File: src/rtl/uv_sphere_vertex_index_gen_assert.svh
// ----------------------------------------------------------------------------
// UV sphere generator assertion macros
// Shared assertion forms for the sphere generator; they expect the clock
// and reset of the module that uses them to be named clock and reset.
// ----------------------------------------------------------------------------
`ifndef UV_SPHERE_VERTEX_INDEX_GEN_ASSERT_SVH
`define UV_SPHERE_VERTEX_INDEX_GEN_ASSERT_SVH
`ifndef NO_ASSERTIONS
`define UVS_ASSERT_IMP(label, ante, cons, msg) \
   label: assert property (@(posedge clock) disable iff (reset) (ante) |-> (cons)) \
      else $error(msg);
`define UVS_ASSERT_NXT(label, ante, cons, msg) \
   label: assert property (@(posedge clock) disable iff (reset) (ante) |=> (cons)) \
      else $error(msg);
`else
`define UVS_ASSERT_IMP(label, ante, cons, msg)
`define UVS_ASSERT_NXT(label, ante, cons, msg)
`endif
`endif

File: src/rtl/uvs_pkg.sv
`timescale 1ns / 1ps
`default_nettype none
// ----------------------------------------------------------------------------
// UV sphere generator package
// Shared widths, constants and the arctangent table of the rotation unit.
// ----------------------------------------------------------------------------
package uvs_pkg;

   localparam int CSR_W     = 9;
   localparam int IDX_W     = 17;
   localparam int POS_W     = 16;
   localparam int WORK_W    = 32;
   localparam int WORK_FRAC = 30;
   localparam int RES_MIN   = 3;
   localparam int RES_RESET = 16;

   localparam logic signed [WORK_W-1:0] CORDIC_INIT_X = 32'sh26DD3B6A;
   localparam logic signed [WORK_W-1:0] ONE_Q30       = 32'sh40000000;

   localparam logic [31:0] ATAN_TURNS [0:31] = '{
      32'd536870912, 32'd316933406, 32'd167458907, 32'd85004756,
      32'd42667331,  32'd21354465,  32'd10679838,  32'd5340245,
      32'd2670163,   32'd1335087,   32'd667544,    32'd333772,
      32'd166886,    32'd83443,     32'd41722,     32'd20861,
      32'd10430,     32'd5215,      32'd2608,      32'd1304,
      32'd652,       32'd326,       32'd163,       32'd81,
      32'd41,        32'd20,        32'd10,        32'd5,
      32'd3,         32'd1,         32'd1,         32'd0
   };

   typedef enum logic [1:0] {
      QUAD_0,
      QUAD_1,
      QUAD_2,
      QUAD_3
   } quad_type;

endpackage
`default_nettype wire

File: src/rtl/uv_sphere_vertex_index_gen.sv
`timescale 1ns / 1ps
`default_nettype none
`include "uv_sphere_vertex_index_gen_assert.svh"
// ----------------------------------------------------------------------------
// UV sphere vertex and index generator
// Each request beat produces the next sphere vertex position and the corner
// indices of the quad it closes, walking the rings from pole to pole.
// ----------------------------------------------------------------------------
// Usage: the csr channel writes the resolution (clamped to 3..MAX_RES); a
// write also returns the walk to the bottom pole. After reset and after each
// write the angle step divider runs, and req_stall is high while it does. A
// request beat with req_restart set emits vertex 0 and continues from there;
// otherwise it emits the current vertex and advances. One response beat
// follows each request beat, and the next request beat can be taken as soon
// as the response is valid. The single CORDIC unit computes the elevation and
// then the azimuth sine and cosine one step per cycle, followed by two passes
// through one multiplier. Angles on a quadrant boundary skip the CORDIC steps.
// The block takes one vertex at a time; a new request is accepted while the
// previous response still waits in the output register. When rsp_stall is
// high the response holds and the next vertex waits in its last state.
// Synchronous reset clears the walk and sets the resolution to 16.
// ----------------------------------------------------------------------------
module uv_sphere_vertex_index_gen #(
   parameter int MAX_RES         = 256,
   parameter int COORD_FRAC_BITS = 14,
   parameter int ANGLE_BITS      = 16,
   parameter int CORDIC_STEPS    = 16
) (
   input  logic                               clock,
   input  logic                               reset,
   input  logic                               csr_valid,
   output logic                               csr_ready,
   input  logic [uvs_pkg::CSR_W-1:0]          csr_resolution,
   input  logic                               req_valid,
   output logic                               req_stall,
   input  logic                               req_restart,
   output logic                               rsp_valid,
   input  logic                               rsp_stall,
   output logic signed [uvs_pkg::POS_W-1:0]   rsp_pos_x,
   output logic signed [uvs_pkg::POS_W-1:0]   rsp_pos_y,
   output logic signed [uvs_pkg::POS_W-1:0]   rsp_pos_z,
   output logic [uvs_pkg::IDX_W-1:0]          rsp_vertex_index,
   output logic [uvs_pkg::IDX_W-1:0]          rsp_corner_bottom_left,
   output logic [uvs_pkg::IDX_W-1:0]          rsp_corner_bottom_right,
   output logic [uvs_pkg::IDX_W-1:0]          rsp_corner_top_right,
   output logic                               rsp_triangles_valid,
   output logic                               rsp_last_vertex
);
   import uvs_pkg::*;

   localparam int COL_W  = $clog2(MAX_RES);
   localparam int RING_W = $clog2(MAX_RES + 1);
   localparam int CMP_W  = (RING_W > CSR_W) ? RING_W : CSR_W;
   localparam int PROD_SHIFT = 2 * WORK_FRAC - COORD_FRAC_BITS;
   localparam int SE_SHIFT   = WORK_FRAC - COORD_FRAC_BITS;
   localparam logic [ANGLE_BITS-1:0] ELEV_INIT = {2'b11, {(ANGLE_BITS - 2){1'b0}}};
   localparam logic signed [64:0] COORD_LIM = 65'sd1 <<< COORD_FRAC_BITS;

   typedef enum logic [2:0] {
      S_IDLE,
      S_EL,
      S_AZ,
      S_MX,
      S_MZ,
      S_OUT
   } state_type;

   state_type             state_ff, state_in;
   logic [CSR_W-1:0]      res_ff, res_in;
   logic [RING_W-1:0]     ring_ff, ring_in;
   logic [COL_W-1:0]      col_ff, col_in;
   logic [IDX_W-1:0]      vc_ff, vc_in;
   logic [ANGLE_BITS-1:0] az_ff, az_in, el_ff, el_in;
   logic [CSR_W-1:0]      az_r_ff, az_r_in, el_r_ff, el_r_in;
   logic                  cor_start_ff, cor_start_in;
   logic                  div_start_ff, div_start_in;
   logic                  rsp_valid_ff, rsp_valid_in;

   logic signed [WORK_W-1:0] ce_ff, ce_in, se_ff, se_in;
   logic signed [WORK_W-1:0] ca_ff, ca_in, sa_ff, sa_in;
   logic signed [63:0]       prod_ff, prod_in;
   logic [POS_W-1:0]         px_ff, px_in;
   logic [POS_W-1:0]         pos_x_ff, pos_x_in, pos_y_ff, pos_y_in, pos_z_ff, pos_z_in;
   logic [IDX_W-1:0]         vi_ff, vi_in, bl_ff, bl_in, br_ff, br_in, tr_ff, tr_in;
   logic                     tv_ff, tv_in, last_ff, last_in;

   logic                     div_busy;
   logic [ANGLE_BITS-1:0]    div_az_q, div_el_q;
   logic [CSR_W-1:0]         div_az_r, div_el_r;
   logic                     cor_done;
   logic signed [WORK_W-1:0] cor_cos, cor_sin, mul_b;
   logic [ANGLE_BITS-1:0]    cor_angle;

   logic                     req_take, gen_clear, col_wrap, is_last;
   logic [IDX_W-1:0]         next_col, res_idx, row_base, tr_idx;
   logic [CSR_W:0]           r_sum;
   logic                     r_carry;

   function automatic logic [POS_W-1:0] sat_pos(input logic signed [64:0] v);
      logic signed [64:0] s;
      s = v;
      if (s > COORD_LIM) begin
         s = COORD_LIM;
      end else if (s < -COORD_LIM) begin
         s = -COORD_LIM;
      end
      return s[POS_W-1:0];
   endfunction

   function automatic logic [POS_W-1:0] round_prod(input logic signed [63:0] v);
      logic signed [64:0] w;
      w = $signed({v, 1'b0}) + (65'sd1 <<< PROD_SHIFT);
      return sat_pos(w >>> (PROD_SHIFT + 1));
   endfunction

   function automatic logic [POS_W-1:0] round_se(input logic signed [WORK_W-1:0] v);
      logic signed [64:0] w;
      w = $signed({{(64 - WORK_W){v[WORK_W-1]}}, v, 1'b0}) + (65'sd1 <<< SE_SHIFT);
      return sat_pos(w >>> (SE_SHIFT + 1));
   endfunction

   uvs_step_div #(
      .ANGLE_BITS (ANGLE_BITS)
   ) u_step_div (
      .clock   (clock),
      .reset   (reset),
      .start   (div_start_ff),
      .divisor (res_ff),
      .busy    (div_busy),
      .az_q    (div_az_q),
      .az_r    (div_az_r),
      .el_q    (div_el_q),
      .el_r    (div_el_r)
   );

   assign cor_angle = (state_ff == S_EL) ? el_ff : az_ff;

   uvs_cordic #(
      .ANGLE_BITS   (ANGLE_BITS),
      .CORDIC_STEPS (CORDIC_STEPS)
   ) u_cordic (
      .clock   (clock),
      .reset   (reset),
      .start   (cor_start_ff),
      .angle   (cor_angle),
      .done    (cor_done),
      .cos_out (cor_cos),
      .sin_out (cor_sin)
   );

   assign csr_ready = (state_ff == S_IDLE);
   assign req_stall = !((state_ff == S_IDLE) && !csr_valid && !div_start_ff && !div_busy);
   assign req_take  = req_valid && !req_stall;
   assign mul_b     = (state_ff == S_MZ) ? sa_ff : ca_ff;

   always_comb begin
      col_wrap = (CMP_W'(col_ff) + CMP_W'(1)) >= CMP_W'(res_ff);
      is_last  = (CMP_W'(ring_ff) >= CMP_W'(res_ff)) && col_wrap;
      next_col = col_wrap ? '0 : IDX_W'(col_ff) + IDX_W'(1);
      res_idx  = IDX_W'(res_ff);
      row_base = vc_ff - IDX_W'(col_ff);
      tr_idx   = row_base + next_col;
      r_sum    = '0;
      r_carry  = 1'b0;

      state_in     = state_ff;
      res_in       = res_ff;
      ring_in      = ring_ff;
      col_in       = col_ff;
      vc_in        = vc_ff;
      az_in        = az_ff;
      az_r_in      = az_r_ff;
      el_in        = el_ff;
      el_r_in      = el_r_ff;
      cor_start_in = 1'b0;
      div_start_in = 1'b0;
      rsp_valid_in = rsp_valid_ff && rsp_stall;
      gen_clear    = 1'b0;
      ce_in        = ce_ff;
      se_in        = se_ff;
      ca_in        = ca_ff;
      sa_in        = sa_ff;
      prod_in      = prod_ff;
      px_in        = px_ff;
      pos_x_in     = pos_x_ff;
      pos_y_in     = pos_y_ff;
      pos_z_in     = pos_z_ff;
      vi_in        = vi_ff;
      bl_in        = bl_ff;
      br_in        = br_ff;
      tr_in        = tr_ff;
      tv_in        = tv_ff;
      last_in      = last_ff;

      unique case (state_ff)
         S_IDLE: begin
            if (csr_valid) begin
               if (csr_resolution < CSR_W'(RES_MIN)) begin
                  res_in = CSR_W'(RES_MIN);
               end else if (CMP_W'(csr_resolution) > CMP_W'(MAX_RES)) begin
                  res_in = CSR_W'(MAX_RES);
               end else begin
                  res_in = csr_resolution;
               end
               div_start_in = 1'b1;
               gen_clear    = 1'b1;
            end else if (req_take) begin
               gen_clear    = req_restart;
               cor_start_in = 1'b1;
               state_in     = S_EL;
            end
         end
         S_EL: begin
            if (cor_done) begin
               ce_in        = cor_cos;
               se_in        = cor_sin;
               cor_start_in = 1'b1;
               state_in     = S_AZ;
            end
         end
         S_AZ: begin
            if (cor_done) begin
               ca_in    = cor_cos;
               sa_in    = cor_sin;
               state_in = S_MX;
            end
         end
         S_MX: begin
            prod_in  = ce_ff * mul_b;
            state_in = S_MZ;
         end
         S_MZ: begin
            px_in    = round_prod(prod_ff);
            prod_in  = ce_ff * mul_b;
            state_in = S_OUT;
         end
         S_OUT: begin
            if (!rsp_valid_ff || !rsp_stall) begin
               rsp_valid_in = 1'b1;
               pos_x_in     = px_ff;
               pos_y_in     = round_se(se_ff);
               pos_z_in     = round_prod(prod_ff);
               vi_in        = vc_ff;
               last_in      = is_last;
               if (ring_ff != '0) begin
                  bl_in = vc_ff - res_idx;
                  br_in = tr_idx - res_idx;
                  tr_in = tr_idx;
                  tv_in = 1'b1;
               end else begin
                  bl_in = '0;
                  br_in = '0;
                  tr_in = '0;
                  tv_in = 1'b0;
               end
               if (is_last) begin
                  gen_clear = 1'b1;
               end else if (col_wrap) begin
                  col_in  = '0;
                  az_in   = '0;
                  az_r_in = '0;
                  ring_in = ring_ff + RING_W'(1);
                  vc_in   = vc_ff + IDX_W'(1);
                  r_sum   = {1'b0, el_r_ff} + {1'b0, div_el_r};
                  r_carry = r_sum >= {1'b0, res_ff};
                  el_r_in = r_carry ? CSR_W'(r_sum - {1'b0, res_ff}) : r_sum[CSR_W-1:0];
                  el_in   = el_ff + div_el_q + ANGLE_BITS'(r_carry);
               end else begin
                  col_in  = col_ff + COL_W'(1);
                  vc_in   = vc_ff + IDX_W'(1);
                  r_sum   = {1'b0, az_r_ff} + {1'b0, div_az_r};
                  r_carry = r_sum >= {1'b0, res_ff};
                  az_r_in = r_carry ? CSR_W'(r_sum - {1'b0, res_ff}) : r_sum[CSR_W-1:0];
                  az_in   = az_ff + div_az_q + ANGLE_BITS'(r_carry);
               end
               state_in = S_IDLE;
            end
         end
         default: begin
            state_in = S_IDLE;
         end
      endcase

      if (gen_clear) begin
         ring_in = '0;
         col_in  = '0;
         vc_in   = '0;
         az_in   = '0;
         az_r_in = '0;
         el_in   = ELEV_INIT;
         el_r_in = '0;
      end
   end

   always_ff @(posedge clock) begin
      if (reset) begin
         state_ff     <= S_IDLE;
         res_ff       <= CSR_W'(RES_RESET);
         ring_ff      <= '0;
         col_ff       <= '0;
         vc_ff        <= '0;
         az_ff        <= '0;
         az_r_ff      <= '0;
         el_ff        <= ELEV_INIT;
         el_r_ff      <= '0;
         cor_start_ff <= 1'b0;
         div_start_ff <= 1'b1;
         rsp_valid_ff <= 1'b0;
      end else begin
         state_ff     <= state_in;
         res_ff       <= res_in;
         ring_ff      <= ring_in;
         col_ff       <= col_in;
         vc_ff        <= vc_in;
         az_ff        <= az_in;
         az_r_ff      <= az_r_in;
         el_ff        <= el_in;
         el_r_ff      <= el_r_in;
         cor_start_ff <= cor_start_in;
         div_start_ff <= div_start_in;
         rsp_valid_ff <= rsp_valid_in;
      end
      ce_ff    <= ce_in;
      se_ff    <= se_in;
      ca_ff    <= ca_in;
      sa_ff    <= sa_in;
      prod_ff  <= prod_in;
      px_ff    <= px_in;
      pos_x_ff <= pos_x_in;
      pos_y_ff <= pos_y_in;
      pos_z_ff <= pos_z_in;
      vi_ff    <= vi_in;
      bl_ff    <= bl_in;
      br_ff    <= br_in;
      tr_ff    <= tr_in;
      tv_ff    <= tv_in;
      last_ff  <= last_in;
   end

   assign rsp_valid               = rsp_valid_ff;
   assign rsp_pos_x               = pos_x_ff;
   assign rsp_pos_y               = pos_y_ff;
   assign rsp_pos_z               = pos_z_ff;
   assign rsp_vertex_index        = vi_ff;
   assign rsp_corner_bottom_left  = bl_ff;
   assign rsp_corner_bottom_right = br_ff;
   assign rsp_corner_top_right    = tr_ff;
   assign rsp_triangles_valid     = tv_ff;
   assign rsp_last_vertex         = last_ff;

   `UVS_ASSERT_IMP(a_col_in_range, 1'b1, CMP_W'(col_ff) < CMP_W'(res_ff),
                   "Column count reached the resolution")
   `UVS_ASSERT_IMP(a_ring_in_range, 1'b1, CMP_W'(ring_ff) <= CMP_W'(res_ff),
                   "Ring count passed the top pole")
   `UVS_ASSERT_NXT(a_accept_starts, req_valid && !req_stall, state_ff == S_EL,
                   "Accepted beat did not start the elevation pass")
   `UVS_ASSERT_IMP(a_last_has_quad, rsp_valid_ff && last_ff, tv_ff,
                   "Last vertex reported without a quad")

endmodule
`default_nettype wire

File: src/rtl/uvs_step_div.sv
`timescale 1ns / 1ps
`default_nettype none
// ----------------------------------------------------------------------------
// UV sphere angle step divider
// Restoring divider, one quotient bit per cycle, that splits a full turn and
// a half turn by the resolution into whole steps and remainders.
// ----------------------------------------------------------------------------
module uvs_step_div #(
   parameter int ANGLE_BITS = 16
) (
   input  logic                         clock,
   input  logic                         reset,
   input  logic                         start,
   input  logic [uvs_pkg::CSR_W-1:0]    divisor,
   output logic                         busy,
   output logic [ANGLE_BITS-1:0]        az_q,
   output logic [uvs_pkg::CSR_W-1:0]    az_r,
   output logic [ANGLE_BITS-1:0]        el_q,
   output logic [uvs_pkg::CSR_W-1:0]    el_r
);
   import uvs_pkg::*;

   localparam int CNT_W = $clog2(ANGLE_BITS + 1);

   logic                  busy_ff, busy_in;
   logic [CNT_W-1:0]      cnt_ff, cnt_in;
   logic [CSR_W-1:0]      rem_ff, rem_in;
   logic [ANGLE_BITS-1:0] quot_ff, quot_in;
   logic [ANGLE_BITS-1:0] az_q_ff, az_q_in, el_q_ff, el_q_in;
   logic [CSR_W-1:0]      az_r_ff, az_r_in, el_r_ff, el_r_in;
   logic [CSR_W:0]        trial;
   logic                  ge;

   always_comb begin
      trial = {rem_ff, (cnt_ff == CNT_W'(ANGLE_BITS))};
      ge    = trial >= {1'b0, divisor};
      busy_in = busy_ff;
      cnt_in  = cnt_ff;
      rem_in  = rem_ff;
      quot_in = quot_ff;
      az_q_in = az_q_ff;
      az_r_in = az_r_ff;
      el_q_in = el_q_ff;
      el_r_in = el_r_ff;
      if (start) begin
         busy_in = 1'b1;
         cnt_in  = CNT_W'(ANGLE_BITS);
         rem_in  = '0;
         quot_in = '0;
      end else if (busy_ff) begin
         rem_in  = ge ? CSR_W'(trial - {1'b0, divisor}) : trial[CSR_W-1:0];
         quot_in = {quot_ff[ANGLE_BITS-2:0], ge};
         if (cnt_ff == CNT_W'(1)) begin
            el_q_in = quot_in;
            el_r_in = rem_in;
         end
         if (cnt_ff == '0) begin
            az_q_in = quot_in;
            az_r_in = rem_in;
            busy_in = 1'b0;
         end else begin
            cnt_in = cnt_ff - CNT_W'(1);
         end
      end
   end

   always_ff @(posedge clock) begin
      if (reset) begin
         busy_ff <= 1'b0;
      end else begin
         busy_ff <= busy_in;
      end
      cnt_ff  <= cnt_in;
      rem_ff  <= rem_in;
      quot_ff <= quot_in;
      az_q_ff <= az_q_in;
      az_r_ff <= az_r_in;
      el_q_ff <= el_q_in;
      el_r_ff <= el_r_in;
   end

   assign busy = busy_ff;
   assign az_q = az_q_ff;
   assign az_r = az_r_ff;
   assign el_q = el_q_ff;
   assign el_r = el_r_ff;

endmodule
`default_nettype wire

File: src/rtl/uvs_cordic.sv
`timescale 1ns / 1ps
`default_nettype none
`include "uv_sphere_vertex_index_gen_assert.svh"
// ----------------------------------------------------------------------------
// UV sphere sine and cosine unit
// Iterative rotation CORDIC, one step per cycle, on a turn angle reduced to
// one quadrant; the quadrant is folded back in on the outputs.
// ----------------------------------------------------------------------------
module uvs_cordic #(
   parameter int ANGLE_BITS   = 16,
   parameter int CORDIC_STEPS = 16
) (
   input  logic                                clock,
   input  logic                                reset,
   input  logic                                start,
   input  logic [ANGLE_BITS-1:0]               angle,
   output logic                                done,
   output logic signed [uvs_pkg::WORK_W-1:0]   cos_out,
   output logic signed [uvs_pkg::WORK_W-1:0]   sin_out
);
   import uvs_pkg::*;

   localparam int STEP_W = $clog2(CORDIC_STEPS);

   logic                     busy_ff, busy_in;
   logic                     done_ff, done_in;
   logic [STEP_W-1:0]        cnt_ff, cnt_in;
   logic signed [WORK_W-1:0] x_ff, x_in, y_ff, y_in, z_ff, z_in;
   logic [1:0]               quad_ff, quad_in;
   logic [31:0]              a_word;
   logic signed [WORK_W-1:0] dx, dy, at;

   always_comb begin
      a_word  = 32'(angle) << (32 - ANGLE_BITS);
      dx      = y_ff >>> cnt_ff;
      dy      = x_ff >>> cnt_ff;
      at      = $signed(ATAN_TURNS[5'(cnt_ff)]);
      busy_in = busy_ff;
      done_in = 1'b0;
      cnt_in  = cnt_ff;
      x_in    = x_ff;
      y_in    = y_ff;
      z_in    = z_ff;
      quad_in = quad_ff;
      if (start) begin
         quad_in = a_word[31:30];
         y_in    = '0;
         cnt_in  = '0;
         z_in    = WORK_W'($signed({2'b00, a_word[29:0]}));
         if (a_word[29:0] == '0) begin
            x_in    = ONE_Q30;
            done_in = 1'b1;
         end else begin
            x_in    = CORDIC_INIT_X;
            busy_in = 1'b1;
         end
      end else if (busy_ff) begin
         if (z_ff >= 0) begin
            x_in = x_ff - dx;
            y_in = y_ff + dy;
            z_in = z_ff - at;
         end else begin
            x_in = x_ff + dx;
            y_in = y_ff - dy;
            z_in = z_ff + at;
         end
         if (cnt_ff == STEP_W'(CORDIC_STEPS - 1)) begin
            busy_in = 1'b0;
            done_in = 1'b1;
         end else begin
            cnt_in = cnt_ff + STEP_W'(1);
         end
      end
   end

   always_comb begin
      case (quad_type'(quad_ff))
         QUAD_1: begin
            cos_out = -y_ff;
            sin_out = x_ff;
         end
         QUAD_2: begin
            cos_out = -x_ff;
            sin_out = -y_ff;
         end
         QUAD_3: begin
            cos_out = y_ff;
            sin_out = -x_ff;
         end
         default: begin
            cos_out = x_ff;
            sin_out = y_ff;
         end
      endcase
   end

   always_ff @(posedge clock) begin
      if (reset) begin
         busy_ff <= 1'b0;
         done_ff <= 1'b0;
      end else begin
         busy_ff <= busy_in;
         done_ff <= done_in;
      end
      cnt_ff  <= cnt_in;
      x_ff    <= x_in;
      y_ff    <= y_in;
      z_ff    <= z_in;
      quad_ff <= quad_in;
   end

   assign done = done_ff;

   `UVS_ASSERT_IMP(a_no_start_while_busy, start, !busy_ff, "CORDIC started while busy")
   `UVS_ASSERT_NXT(a_done_single, done_ff, !done_ff, "CORDIC done held over two cycles")
   `UVS_ASSERT_IMP(a_step_in_range, busy_ff, cnt_ff <= STEP_W'(CORDIC_STEPS - 1),
                   "CORDIC step count past the last step")

endmodule
`default_nettype wire

File: config.mk
export PLATFORM = sky130hd
export DESIGN_NAME = uv_sphere_vertex_index_gen
export DESIGN_NICKNAME = d
export VERILOG_FILES = /design/src/rtl/uvs_pkg.sv /design/src/rtl/uv_sphere_vertex_index_gen.sv /design/src/rtl/uvs_step_div.sv /design/src/rtl/uvs_cordic.sv
export VERILOG_INCLUDE_DIRS = /design/src /design/src/rtl
export SDC_FILE = /design/constraint.sdc
export NUM_CORES = 2
export LEC_CHECK = 0
export ABC_AREA = 0
export BUFFER_PORTS_ARGS = -buffer_cell sky130_fd_sc_hd__buf_2
export CAP_MARGIN = 15
export CELL_PAD_IN_SITES_DETAIL_PLACEMENT = 0
export CELL_PAD_IN_SITES_GLOBAL_PLACEMENT = 1
export CORE_ASPECT_RATIO = 2
export CORE_MARGIN = 4
export CORE_UTILIZATION = 40
export CTS_BUF_LIST = sky130_fd_sc_hd__clkbuf_4 sky130_fd_sc_hd__clkbuf_8
export DETAILED_ROUTE_END_ITERATION = 8
export PLACE_DENSITY = 0.64
export SETUP_SLACK_MARGIN = 0.1
export SLEW_MARGIN = 20
export SYNTH_ARGS = -nofsm -noshare
export SYNTH_HDL_FRONTEND = slang
export SYNTH_SLANG_ARGS = --single-unit
File: constraint.sdc
create_clock -name clock -period 10.85 [get_ports clock]
set_clock_uncertainty 0.1 [all_clocks]
set_input_delay 0.5425 -clock clock [delete_from_list [all_inputs] [get_ports clock]]
set_output_delay 0.5425 -clock clock [all_outputs]
set_load 0.005 [all_outputs]
==> flow_metrics.env <==
export IMPL_ys_async_sr_fraction=0
export IMPL_yosysWarnings=0
export IMPL_hold_depth=2
export IMPL_drt_pass1_iter_count=6
export IMPL_grt_ovfl_total=0
export IMPL_antenna_left=0
export IMPL_nNetsFinal=9266
export IMPL_path_class="flip-flop to flip-flop"
export IMPL_slowest_stage="fa_1"
export IMPL_slowest_delay_ns=0.94
export IMPL_gp_congestion=0.946
export IMPL_tightest_slew_ns=1.17
export IMPL_synth_seq_area_share=0.199
export IMPL_ff2ff_setup_slack_ns=0.40
export IMPL_die_area_sq_um=192000
export IMPL_path_cells="nor3b_4, buf_12, mux2i_4, nand2b_1, fa_1, fa_1, fa_1, fa_1, inv_1, fa_1, fa_1, fa_1, fa_1, ha_1, a21o_1, a21oi_1, o2111ai_1, o31ai_1, a41oi_1, o21a_1, o21ai_0, nand2b_1, xnor2_1"
export IMPL_synthDistinctLibCells=103
export IMPL_holdCritPathClass="input pin to flip-flop"
export IMPL_cts_tree="done"
export IMPL_outcome="finished clean"
export IMPL_avgViaCountPerCell=5.54
export IMPL_max_slew_margin=0.217
export IMPL_slew_viol_final=0
export IMPL_hpwlAfterDp_um=213000
export IMPL_design_area_sq_um=79300
export IMPL_fin_crit_ns=10.45
export IMPL_p_leak_uw=0.0344
export IMPL_final_common_cell="fa_1"
export IMPL_nFillCells=18100
export IMPL_antenna_found_initial=13
export IMPL_clock_sinks=549
export IMPL_setup_violations=0
export IMPL_arrival_ns=10.86
export IMPL_synth_area_leader_cell="fa_1"
export IMPL_fin_crit_sh=0.963
export IMPL_p_per_area_nw_per_um2=93.3
export IMPL_regToRegEndpoint="prod_ff[52]"
export IMPL_synth_fp_nets=9283
export IMPL_fp_dieW_um=311
export IMPL_drc=0
export IMPL_cts_clk_slew_worst_paths_ns=0.07
export IMPL_drt_iter0_drc=3130
export IMPL_grt_pass1_vias=62200
export IMPL_synth_flop_cell="edfxtp_1"
export IMPL_final_hold_viol_count=0
export IMPL_synth_xor_area_frac=0.0496
export IMPL_final_cell_mix="1,102 x fa_1, 1,083 x inv_1, 844 x nand2_1"
export IMPL_ys_seq_elements=549
export IMPL_grt_max_degree=81
export IMPL_synth_area_leaders="fa_1 30%, edfxtp_1 15%, ha_1 7.3%"
export IMPL_yosys_area_share_adder=0.373
export IMPL_start_util=0.403
export IMPL_grtUsageTotal=0.279
export IMPL_ioPinCount=136
export IMPL_cts_buffers=85
export IMPL_final_setup_tns_ns=0
export IMPL_synth_compound_area_share=0.0890
export IMPL_die_y_um=615
export IMPL_clock_tree_root_cell="clkbuf_8"
export IMPL_avgRoutedWirePerCell_um=26.3
export IMPL_rsz0062_at_grt="no"
export IMPL_synth_top_area_frac=0.300
export IMPL_total_power_uw=7400
export IMPL_cts_path_max_buffers=3
export IMPL_final_util=0.433
export IMPL_syn_inst=7736
export IMPL_drive_above_1_share=0.0901
export IMPL_whs_endpoint="cor_start_ff"
export IMPL_worstSkewPairLatency_ns=0.79
export IMPL_rr_startpoint="state_ff[2]"
export IMPL_cp_num_buf_inv=2
export IMPL_num_rows=222
export IMPL_endpoint_kind="flip-flop"
export IMPL_synth_area_mux_share=0.0520
export IMPL_placed_cell_area_sq_um=77200
export IMPL_port_buffers=135
export IMPL_cp_max_fo=49
export IMPL_grt_pass1_wl_um=394000
export IMPL_synth_avg_cell_area_sq_um=9.53
export IMPL_max_freq_mhz=95.7
export IMPL_h_tree_depth=3
export IMPL_reg2reg_depth=23
export IMPL_ir_worst_vdd_mv=0.155
export IMPL_vias=56200
export IMPL_worst_setup_path_start_kind="flip-flop"
export IMPL_cp_required_ns=11.26
export IMPL_worstHoldStart="reset"
export IMPL_synth_area_sq_um=73700
export IMPL_area_growth_pct=7.68
export IMPL_drv_cap=0
export IMPL_routed_wl_um=267000
export IMPL_core_sq_um=183000
export IMPL_crit_path_frequent_cell="fa_1"
export IMPL_synthSimpleGateAreaFrac=0.160
export IMPL_crit_family="adder cells"
export IMPL_synth_top_family_by_area="adder cells"
export IMPL_synth_edf_count=364
flip-flops by register name (all words and copies together) (netlist names), 19 cells and up:
| signal | cells |
|---|---|
| u_cordic.z_ff | 32 |
| u_cordic.x_ff | 32 |
| ce_ff | 32 |
| u_cordic.y_ff | 32 |
| sa_ff | 32 |
| prod_ff | 19 |
| ca_ff | 32 |
worst reg2reg max path, cell delays in order (launching register included):
cell,delay (ns)
dfxtp_1,0.55
nor3b_4,0.29
buf_12,0.36
mux2i_4,0.74
nand2b_1,0.22
fa_1,0.45
fa_1,0.94
fa_1,0.58
fa_1,0.52
inv_1,0.06
fa_1,0.57
fa_1,0.44
fa_1,0.47
fa_1,0.51
ha_1,0.41
a21o_1,0.19
a21oi_1,0.50
o2111ai_1,0.59
o31ai_1,0.77
a41oi_1,0.33
o21a_1,0.28
o21ai_0,0.15
nand2b_1,0.09
xnor2_1,0.13
synthesized netlist by cell type, drive strengths merged (75+ instances only):
library cell	instances
nand2b	75
xnor2	274
ha	429
mux2i	134
o21ai	290
clkbuf	338
inv	1088
fa	1103
nor2b	293
nor3	89
nand2	844
edfxtp	364
and2	307
xor2	143
a21o	79
a21oi	290
mux2	90
nand3	98
nor2	468
dfxtp	185
what timing repair did:
item | 4_1_cts | 5_1_grt
resized for setup | 0 | 1
hold buffers | 7 | 0
setup endpoints to repair | 0 | 4
hold endpoints to repair | 6 | 0
setup buffers | 0 | 1
area by class of cell:
cell class | count | area, sq um | area share
Clock buffer | 102 | 1360 | 0.0171
Clock inverter | 58 | 678 | 0.00855
Antenna cell | 5 | 12.5 | 0.000158
Timing Repair Buffer | 306 | 2090 | 0.0263
Inverter | 1088 | 4090 | 0.0515
Multi-Input combinational cell | 5689 | 53500 | 0.674
Sequential cell | 549 | 14700 | 0.185
Tap cell | 2352 | 2940 | 0.0371
per-stage QoR:
step / setup WS, ns / instances / hold slack, ns
after floorplan: 0.995 / 7736 / 0.300
after detailed placement: 0.626 / 9975 / 0.305
after global placement: 0.712 / 9971 / 0.302
after CTS: 0.606 / 10100 / 0.0233
final: 0.400 / 10100 / 0.0943
after global routing: 0.120 / 10100 / 0.0535
where the power goes:
group	switching [uW]	total, uW	internal [uW]	leakage (uW)
clock	996	2140	1140	0.00101
sequential	108	2410	2300	0.00481
combinational	1720	2850	1140	0.0285
total	2820	7400	4580	0.0344
how the worst max path moves through the flow:
stage                     start           to  cells after the start
floorplan           state_ff[0]  prod_ff[58]                     28
global placement    state_ff[2]  prod_ff[46]                     27
detailed placement  state_ff[2]  prod_ff[52]                     23
CTS                 state_ff[2]  prod_ff[63]                     24
global route        state_ff[2]  prod_ff[52]                     23
finish              state_ff[2]  prod_ff[52]                     23
layer usage:
metal,GRT usage,part of all wire,routed length (um)
met1,0.246,0.30,79900
met5,0,0.000049,13
met4,0.245,0.11,29300
met3,0.0271,0.035,9370
met2,0.549,0.56,148000
logic make-up after synthesis:
logic type      count (synthesis)
compound gates               1043
xor+xnor                      417
fa+ha+maj                    1532
buf+inv                      1498
flops                         549
mux                           289
simple gates                 2408
Note: power is estimated with default switching activity, not from simulation.
